===== config.mk =====
export PLATFORM = sky130hd
export DESIGN_NAME = refill_event_detector_unit
export DESIGN_NICKNAME = d
export VERILOG_FILES = /design/src/rtl/core/rfd_pkg.sv /design/src/rtl/core/refill_event_detector_unit.sv
export SDC_FILE = /design/constraint.sdc
export NUM_CORES = 1
export LEC_CHECK = 0
export BUFFER_PORTS_ARGS = -buffer_cell sky130_fd_sc_hd__buf_2
export CORE_AREA = 10 10 221 223
export DETAILED_ROUTE_END_ITERATION = 10
export DIE_AREA = 0 0 231 233
export GPL_ROUTABILITY_DRIVEN = 0
export PLACE_DENSITY = 0.84
export SYNTH_ARGS = -nofsm -noshare
export SYNTH_HDL_FRONTEND = slang
export SYNTH_SLANG_ARGS = --single-unit

===== constraint.sdc =====
create_clock -name clk -period 25.9 [get_ports clk]
set_clock_uncertainty 0.05 [all_clocks]
set_input_delay 5.18 -clock clk [delete_from_list [all_inputs] [get_ports clk]]
set_output_delay 5.18 -clock clk [all_outputs]
set_load 0.01 [all_outputs]

===== src/rtl/core/rfd_pkg.sv =====
// package: constants, register indexes and event codes of the refill event detector
`timescale 1ns / 1ps

package rfd_pkg;

  localparam int WIN_DEPTH = 10;
  localparam int SAMPLE_W  = 24;

  localparam int PTR_W  = $clog2(WIN_DEPTH);
  localparam int FILL_W = $clog2(WIN_DEPTH + 1);
  localparam int DIFF_W = SAMPLE_W + 1;

  localparam int CFG_W     = 16;
  localparam int CFG_IDX_W = 2;
  localparam int WARM_W    = 8;
  localparam int THR_W     = 16;

  localparam logic [CFG_IDX_W-1:0] CFG_WARMUP    = 2'd0;
  localparam logic [CFG_IDX_W-1:0] CFG_RISE_THR  = 2'd1;
  localparam logic [CFG_IDX_W-1:0] CFG_STABLE    = 2'd2;
  localparam logic [CFG_IDX_W-1:0] CFG_MIN_REFILL = 2'd3;

  localparam logic [WARM_W-1:0] WARMUP_RST     = 8'd30;
  localparam logic [THR_W-1:0]  RISE_THR_RST   = 16'd300;
  localparam logic [THR_W-1:0]  STABLE_RST     = 16'd300;
  localparam logic [THR_W-1:0]  MIN_REFILL_RST = 16'd1000;

  typedef enum logic [1:0] {
    EV_NONE     = 2'd0,
    EV_START    = 2'd1,
    EV_COMPLETE = 2'd2,
    EV_CANCEL   = 2'd3
  } event_t;

endpackage


===== src/rtl/core/refill_event_detector_unit.sv =====
// top level: refill event detector over a sliding window of weight samples
`timescale 1ns / 1ps

// channel  | direction | handshake             | payload
// in_      | input     | in_valid / in_ready   | in_weight
// out_     | output    | out_valid / out_ready | out_event_res, out_refilling,
//          |           |                       | out_start_weight, out_refilled_amount
// cfg_     | input     | cfg_we                | cfg_index, cfg_wdata
//
// warm-up or window-filling item: write step, then decide step, where the result is registered
// full window: write step, window scan, then decide step, where the result is registered:
// one window write, one read per entry, a check of the last entry, the decision
// a new item is taken whenever the sequencer is idle, even while a result waits
// reset clears control and configuration; the window ram needs no clearing pass
// a stalled output holds the sequencer in its decision step until the result moves

module refill_event_detector_unit (
  input  logic                                clk,
  input  logic                                rst_n,
  input  logic                                in_valid,
  output logic                                in_ready,
  input  logic signed [rfd_pkg::SAMPLE_W-1:0] in_weight,
  output logic                                out_valid,
  input  logic                                out_ready,
  output logic [1:0]                          out_event_res,
  output logic                                out_refilling,
  output logic signed [rfd_pkg::SAMPLE_W-1:0] out_start_weight,
  output logic signed [rfd_pkg::DIFF_W-1:0]   out_refilled_amount,
  input  logic                                cfg_we,
  input  logic [rfd_pkg::CFG_IDX_W-1:0]       cfg_index,
  input  logic [rfd_pkg::CFG_W-1:0]           cfg_wdata
);

  import rfd_pkg::*;

  typedef enum logic [3:0] {
    S_IDLE   = 4'b0001,
    S_WRITE  = 4'b0010,
    S_SCAN   = 4'b0100,
    S_DECIDE = 4'b1000
  } state_t;

  state_t state_r, state_nxt;

  logic [WARM_W-1:0] warm_r;
  logic [THR_W-1:0]  thr_r, band_r, min_r;

  logic signed [SAMPLE_W-1:0] x_r, x_nxt;
  logic [WARM_W-1:0]          skip_r, skip_nxt;
  logic [FILL_W-1:0]          fill_r, fill_nxt;
  logic [PTR_W-1:0]           wr_ptr_r, wr_ptr_nxt;
  logic                       active_r, active_nxt;
  logic signed [SAMPLE_W-1:0] start_r, start_nxt;
  logic                       eval_r, eval_nxt;
  logic [FILL_W-1:0]          scan_cnt_r, scan_cnt_nxt;
  logic                       rd_vld_r, rd_vld_nxt;
  logic [PTR_W-1:0]           rd_tag_r, rd_tag_nxt;
  logic signed [SAMPLE_W-1:0] oldest_r, oldest_nxt;
  logic                       stable_r, stable_nxt;

  logic                       out_valid_r, out_valid_nxt;
  event_t                     out_ev_r, out_ev_nxt;
  logic                       out_act_r, out_act_nxt;
  logic signed [SAMPLE_W-1:0] out_start_r, out_start_nxt;
  logic signed [DIFF_W-1:0]   out_amt_r, out_amt_nxt;

  // window ram
  logic signed [SAMPLE_W-1:0] win_mem [WIN_DEPTH];
  logic signed [SAMPLE_W-1:0] rd_data_r;
  logic                       mem_we;
  logic                       rd_en;

  // datapath
  logic signed [DIFF_W-1:0]   scan_diff;
  logic [DIFF_W-1:0]          scan_abs;
  logic signed [DIFF_W-1:0]   rise_diff;
  logic                       rise_hit;
  logic                       start_now;
  logic signed [SAMPLE_W-1:0] start_sel;
  logic                       act_mid;
  logic signed [DIFF_W-1:0]   gain;
  logic                       end_hit;

  // configuration registers
  always_ff @(posedge clk) begin
    if (!rst_n) begin
      warm_r <= WARMUP_RST;
      thr_r  <= RISE_THR_RST;
      band_r <= STABLE_RST;
      min_r  <= MIN_REFILL_RST;
    end else if (cfg_we) begin
      unique case (cfg_index)
        CFG_WARMUP:     warm_r <= cfg_wdata[WARM_W-1:0];
        CFG_RISE_THR:   thr_r  <= cfg_wdata[THR_W-1:0];
        CFG_STABLE:     band_r <= cfg_wdata[THR_W-1:0];
        CFG_MIN_REFILL: min_r  <= cfg_wdata[THR_W-1:0];
        default: ;
      endcase
    end
  end

  always_ff @(posedge clk) begin
    if (mem_we) begin
      win_mem[wr_ptr_r] <= x_r;
    end
    if (rd_en) begin
      rd_data_r <= win_mem[scan_cnt_r[PTR_W-1:0]];
    end
  end

  assign scan_diff = $signed({x_r[SAMPLE_W-1], x_r}) - $signed({rd_data_r[SAMPLE_W-1], rd_data_r});
  assign scan_abs  = scan_diff[DIFF_W-1] ? DIFF_W'(-scan_diff) : DIFF_W'(scan_diff);

  assign rise_diff = $signed({x_r[SAMPLE_W-1], x_r}) - $signed({oldest_r[SAMPLE_W-1], oldest_r});
  assign rise_hit  = rise_diff >= $signed(DIFF_W'(thr_r));
  assign start_now = eval_r && rise_hit && !active_r;
  assign start_sel = start_now ? oldest_r : start_r;
  assign act_mid   = active_r || start_now;
  assign gain      = $signed({x_r[SAMPLE_W-1], x_r}) - $signed({start_sel[SAMPLE_W-1], start_sel});
  assign end_hit   = eval_r && act_mid && stable_r;

  assign in_ready = (state_r == S_IDLE);

  always_comb begin
    state_nxt     = state_r;
    x_nxt         = x_r;
    skip_nxt      = skip_r;
    fill_nxt      = fill_r;
    wr_ptr_nxt    = wr_ptr_r;
    active_nxt    = active_r;
    start_nxt     = start_r;
    eval_nxt      = eval_r;
    scan_cnt_nxt  = scan_cnt_r;
    rd_vld_nxt    = 1'b0;
    rd_tag_nxt    = rd_tag_r;
    oldest_nxt    = oldest_r;
    stable_nxt    = stable_r;
    out_valid_nxt = out_valid_r && !out_ready;
    out_ev_nxt    = out_ev_r;
    out_act_nxt   = out_act_r;
    out_start_nxt = out_start_r;
    out_amt_nxt   = out_amt_r;
    mem_we        = 1'b0;
    rd_en         = 1'b0;

    unique case (state_r)
      S_IDLE: begin
        if (in_valid) begin
          x_nxt     = in_weight;
          state_nxt = S_WRITE;
        end
      end
      S_WRITE: begin
        scan_cnt_nxt = '0;
        stable_nxt   = 1'b1;
        if (skip_r < warm_r) begin
          skip_nxt  = skip_r + 1'b1;
          eval_nxt  = 1'b0;
          state_nxt = S_DECIDE;
        end else begin
          mem_we     = 1'b1;
          wr_ptr_nxt = (wr_ptr_r == PTR_W'(WIN_DEPTH - 1)) ? '0 : wr_ptr_r + 1'b1;
          if (fill_r < FILL_W'(WIN_DEPTH)) begin
            fill_nxt = fill_r + 1'b1;
          end
          // window counts as full once this sample lands
          eval_nxt  = (fill_r >= FILL_W'(WIN_DEPTH - 1));
          state_nxt = (fill_r >= FILL_W'(WIN_DEPTH - 1)) ? S_SCAN : S_DECIDE;
        end
      end
      S_SCAN: begin
        rd_en = (scan_cnt_r < FILL_W'(WIN_DEPTH));
        if (rd_en) begin
          rd_vld_nxt   = 1'b1;
          rd_tag_nxt   = scan_cnt_r[PTR_W-1:0];
          scan_cnt_nxt = scan_cnt_r + 1'b1;
        end
        if (rd_vld_r) begin
          if (scan_abs >= DIFF_W'(band_r)) begin
            stable_nxt = 1'b0;
          end
          // write pointer now marks the oldest entry
          if (rd_tag_r == wr_ptr_r) begin
            oldest_nxt = rd_data_r;
          end
          if (rd_tag_r == PTR_W'(WIN_DEPTH - 1)) begin
            state_nxt = S_DECIDE;
          end
        end
      end
      S_DECIDE: begin
        if (!out_valid_r || out_ready) begin
          out_valid_nxt = 1'b1;
          out_start_nxt = start_sel;
          start_nxt     = start_sel;
          if (end_hit) begin
            out_ev_nxt  = (gain >= $signed(DIFF_W'(min_r))) ? EV_COMPLETE : EV_CANCEL;
            out_amt_nxt = gain;
            out_act_nxt = 1'b0;
            active_nxt  = 1'b0;
          end else begin
            out_ev_nxt  = start_now ? EV_START : EV_NONE;
            out_amt_nxt = '0;
            out_act_nxt = act_mid;
            active_nxt  = act_mid;
          end
          state_nxt = S_IDLE;
        end
      end
      default: state_nxt = S_IDLE;
    endcase
  end

  always_ff @(posedge clk) begin
    if (!rst_n) begin
      state_r     <= S_IDLE;
      skip_r      <= '0;
      fill_r      <= '0;
      wr_ptr_r    <= '0;
      active_r    <= 1'b0;
      start_r     <= '0;
      eval_r      <= 1'b0;
      scan_cnt_r  <= '0;
      rd_vld_r    <= 1'b0;
      stable_r    <= 1'b1;
      out_valid_r <= 1'b0;
    end else begin
      state_r     <= state_nxt;
      skip_r      <= skip_nxt;
      fill_r      <= fill_nxt;
      wr_ptr_r    <= wr_ptr_nxt;
      active_r    <= active_nxt;
      start_r     <= start_nxt;
      eval_r      <= eval_nxt;
      scan_cnt_r  <= scan_cnt_nxt;
      rd_vld_r    <= rd_vld_nxt;
      stable_r    <= stable_nxt;
      out_valid_r <= out_valid_nxt;
    end
  end

  always_ff @(posedge clk) begin
    x_r         <= x_nxt;
    rd_tag_r    <= rd_tag_nxt;
    oldest_r    <= oldest_nxt;
    out_ev_r    <= out_ev_nxt;
    out_act_r   <= out_act_nxt;
    out_start_r <= out_start_nxt;
    out_amt_r   <= out_amt_nxt;
  end

  assign out_valid           = out_valid_r;
  assign out_event_res       = out_ev_r;
  assign out_refilling       = out_act_r;
  assign out_start_weight    = out_start_r;
  assign out_refilled_amount = out_amt_r;

  a_start_sets_flag: assert property (@(posedge clk) disable iff (!rst_n)
    out_valid_r && (out_ev_r == EV_START) |-> out_act_r)
    else $error("refill start reported without refill flag");

  a_end_clears_flag: assert property (@(posedge clk) disable iff (!rst_n)
    out_valid_r && (out_ev_r == EV_COMPLETE || out_ev_r == EV_CANCEL) |-> !out_act_r)
    else $error("refill end reported with refill flag still set");

  a_amount_zero: assert property (@(posedge clk) disable iff (!rst_n)
    out_valid_r && (out_ev_r == EV_NONE || out_ev_r == EV_START) |-> (out_amt_r == '0))
    else $error("refilled amount nonzero without an end event");

  a_fill_bound: assert property (@(posedge clk) disable iff (!rst_n)
    fill_r <= FILL_W'(WIN_DEPTH))
    else $error("fill count beyond window depth");

  a_scan_only_full: assert property (@(posedge clk) disable iff (!rst_n)
    (state_r == S_SCAN) |-> (fill_r == FILL_W'(WIN_DEPTH)) && eval_r)
    else $error("window scan started before window filled");

endmodule

==> flow_summary.json <==
{
  "outcome": "finished, final reports clean",
  "fillers": 3367,
  "synth.avg_cell_area_um2": 11.9,
  "drt_pass1_iterations": 8,
  "topRoutingLayerUsed": "met5",
  "yosys.cell_types.count": 74,
  "fin_nets": 2308,
  "arrival_ns": 10.71,
  "start_util_pct": 54.8,
  "grt_antenna_before_repair": 4,
  "cts_buffer_depth": 3,
  "rsz0062_at_grt": "false",
  "synth_seq_area_share_pct": 54.7,
  "routed_wl_um": 58500,
  "grt_overflow": 0,
  "syn-num-nets": 2215,
  "grt_pass1_wl_um": 90900,
  "grt_max_degree": 102,
  "numCtsBuffers": 48,
  "worst_slack_ns": 15.56,
  "area_growth_pct": 11.8,
  "rows": 77,
  "synth.most_common_cell": "edfxtp_1",
  "synth_flop_cell": "edfxtp_1",
  "drive_gt1_share_pct": 13.9,
  "start_kind": "flip-flop",
  "cts_root_buf": "clkbuf_16",
  "vias": 16804,
  "ctsHoldBuffers": 0,
  "cts_tree": "yes",
  "die_area_mm2": 0.0538,
  "hold_violations": 0,
  "fin_crit_sh_pct": 39.9,
  "leakagePower_nw": 9.78,
  "die_h_um": 233,
  "synth_top_area_cell": "edfxtp_1",
  "max_slew_margin_pct": 26.8,
  "clk_transition_reported_paths_ns": 0.06,
  "clock_sinks": 477,
  "grt_pass1_vias": 16710,
  "clk_latency_ns": 0.60,
  "io_pins": 101,
  "setup_violations": 0,
  "wl_met2_um": 27900,
  "synthCells": 2032,
  "wl_met3_um": 4770,
  "drt-met1-wl_um": 23000,
  "die_w_um": 231,
  "netlist_top_cells_area": "edfxtp_1 46%, dfxtp_1 9.0%, ha_1 6.9%, mux4_2 4.5%, nand2_1 3.3%",
  "yosys_warnings": 0,
  "cp_slowest_stage_delay_ns": 0.58,
  "criticalPathCategory": "reg2reg",
  "min-delay-path-class": "reg2reg",
  "slew_viol_final": 0,
  "crit_fanout": 47,
  "power_density_mw_per_mm2": 70.1,
  "syn-cell-area_mm2": 0.0242,
  "synth_seq_cells": 477,
  "dp_hpwl_um": 39800,
  "cts_repair_resize_count": 0,
  "drt_iter0_markers": 1438,
  "netlist.area_leader.share_pct": 45.7,
  "synth-async-reset-ratio_pct": 0,
  "tightest_slew_ns": 1.09,
  "final_util_pct": 61.3,
  "required_ns": 26.27,
  "maxCapViolations": 0,
  "setup_tns_ns": 0,
  "synth_edf_count": 368,
  "min_period_ns": 10.34,
  "peakVddDrop_mv": 0.0646,
  "track_usage_pct": 21.3,
  "wl_per_cell_um": 21.2,
  "drc": 0,
  "io_buffers": 100,
  "cts_setup_buffers": 0,
  "clock.fmax_mhz": 96.7,
  "crit_slowest_cell": "buf_4",
  "postRouteAntennaNets": 0,
  "cp-end-kind": "flip-flop",
  "htreeDepth": 2,
  "yosys-top-cells-count": "368 x edfxtp_1, 214 x nand2_1, 133 x ha_1, 127 x inv_1, 109 x dfxtp_1",
  "core_area_mm2": 0.0441,
  "vias_per_cell": 6.09,
  "post-place-ws_ns": 15.89
}
## per-layer routing
metal  global-route usage, %  vias to the layer above
li1                        -                     7708
met1                    26.1                     8161
met2                    35.6                      757
met3                    4.04                      176
met4                    10.2                        2
met5                       0                        -
## state kept, by name, indices dropped and copies added (netlist names), 2 cells and up
register	flops
out_start_weight	24
thr_r	16
state_r	4
out_event_res	2
win_mem	240
start_r	24
x_r	24
fill_r	4
scan_cnt_r	4
oldest_r	24
wr_ptr_r	4
rd_tag_r	4
rd_data_r	24
band_r	16
skip_r	8
min_r	16
out_refilled_amount	25
warm_r	8
## through the flow
step | hold slack, ns | total power, mW | std cells | area, um^2
floorplan | 0.376 | 1.09 | 2032 | 24200
global placement | 0.391 | 1.17 | 2667 | 25400
detailed placement | 0.389 | 1.18 | 2667 | 25400
CTS | 0.403 | 1.90 | 2756 | 27000
global route | 0.418 | 1.96 | 2759 | 27000
finish | 0.402 | 1.90 | 2759 | 27000
## area by class of cell
| class | instances | area (um^2) | share of cell area (%) |
|---|---|---|---|
| flip-flops and latches | 477 | 13200 | 49.0 |
| clock inverters | 24 | 308 | 1.14 |
| repair buffers | 127 | 706 | 2.61 |
| well taps | 592 | 741 | 2.74 |
| multi-input cells | 1344 | 10200 | 37.8 |
| diodes | 3 | 7.51 | 0.0278 |
| inverters | 127 | 477 | 1.76 |
| clock buffers | 65 | 1340 | 4.95 |
## critical path: cells and delay by family (launching register included)
family | cells | cell delay [ns]
mux | 1 | 0.41
fa+ha+maj | 6 | 1.85
flops | 1 | 0.53
xor+xnor | 2 | 0.29
compound gates | 20 | 4.01
simple gates | 10 | 2.16
buf+inv | 3 | 0.87
## logic make-up after synthesis
family,Yosys count,synth area share (%)
and+or+nand+nor,557,11.4
DFF,477,54.7
AOI/OAI and AO/OA,418,11.5
buffers and inverters,211,3.38
muxes,154,8.99
adders and majority gates,136,7.13
xor gates and xnor gates,79,2.86
## report_power, final
| part | internal (mW) | total [mW] | switching, mW |
|---|---|---|---|
| combinational | 0.123 | 0.314 | 0.191 |
| sequential | 0.846 | 0.866 | 0.0198 |
| clock | 0.417 | 0.717 | 0.300 |
## final timing paths
| kind | startpoint | end | slack, ns | cells after the start |
|---|---|---|---|---|
| max reg2reg | x_r[0] | out_event_res[0] | 15.56 | 42 |
| max | x_r[0] | out_event_res[0] | 15.56 | 42 |
| min | rd_data_r[22] | oldest_r[22] | 0.40 | 0 |
| min reg2reg | rd_data_r[22] | oldest_r[22] | 0.40 | 0 |
## cell usage in the layout (no fill, tap or decap), types with 48 or more instances in the layout
cell type,n
a21oi_1,107
buf_2,99
clkbuf_16,49
dfxtp_1,107
edfxtp_1,368
ha_1,133
inv_1,126
mux2i_1,80
mux4_2,48
nand2_1,214
nor2_1,76
nor2b_1,57
o21ai_0,61
xnor2_1,54
Power figures use the tool's default switching activity.
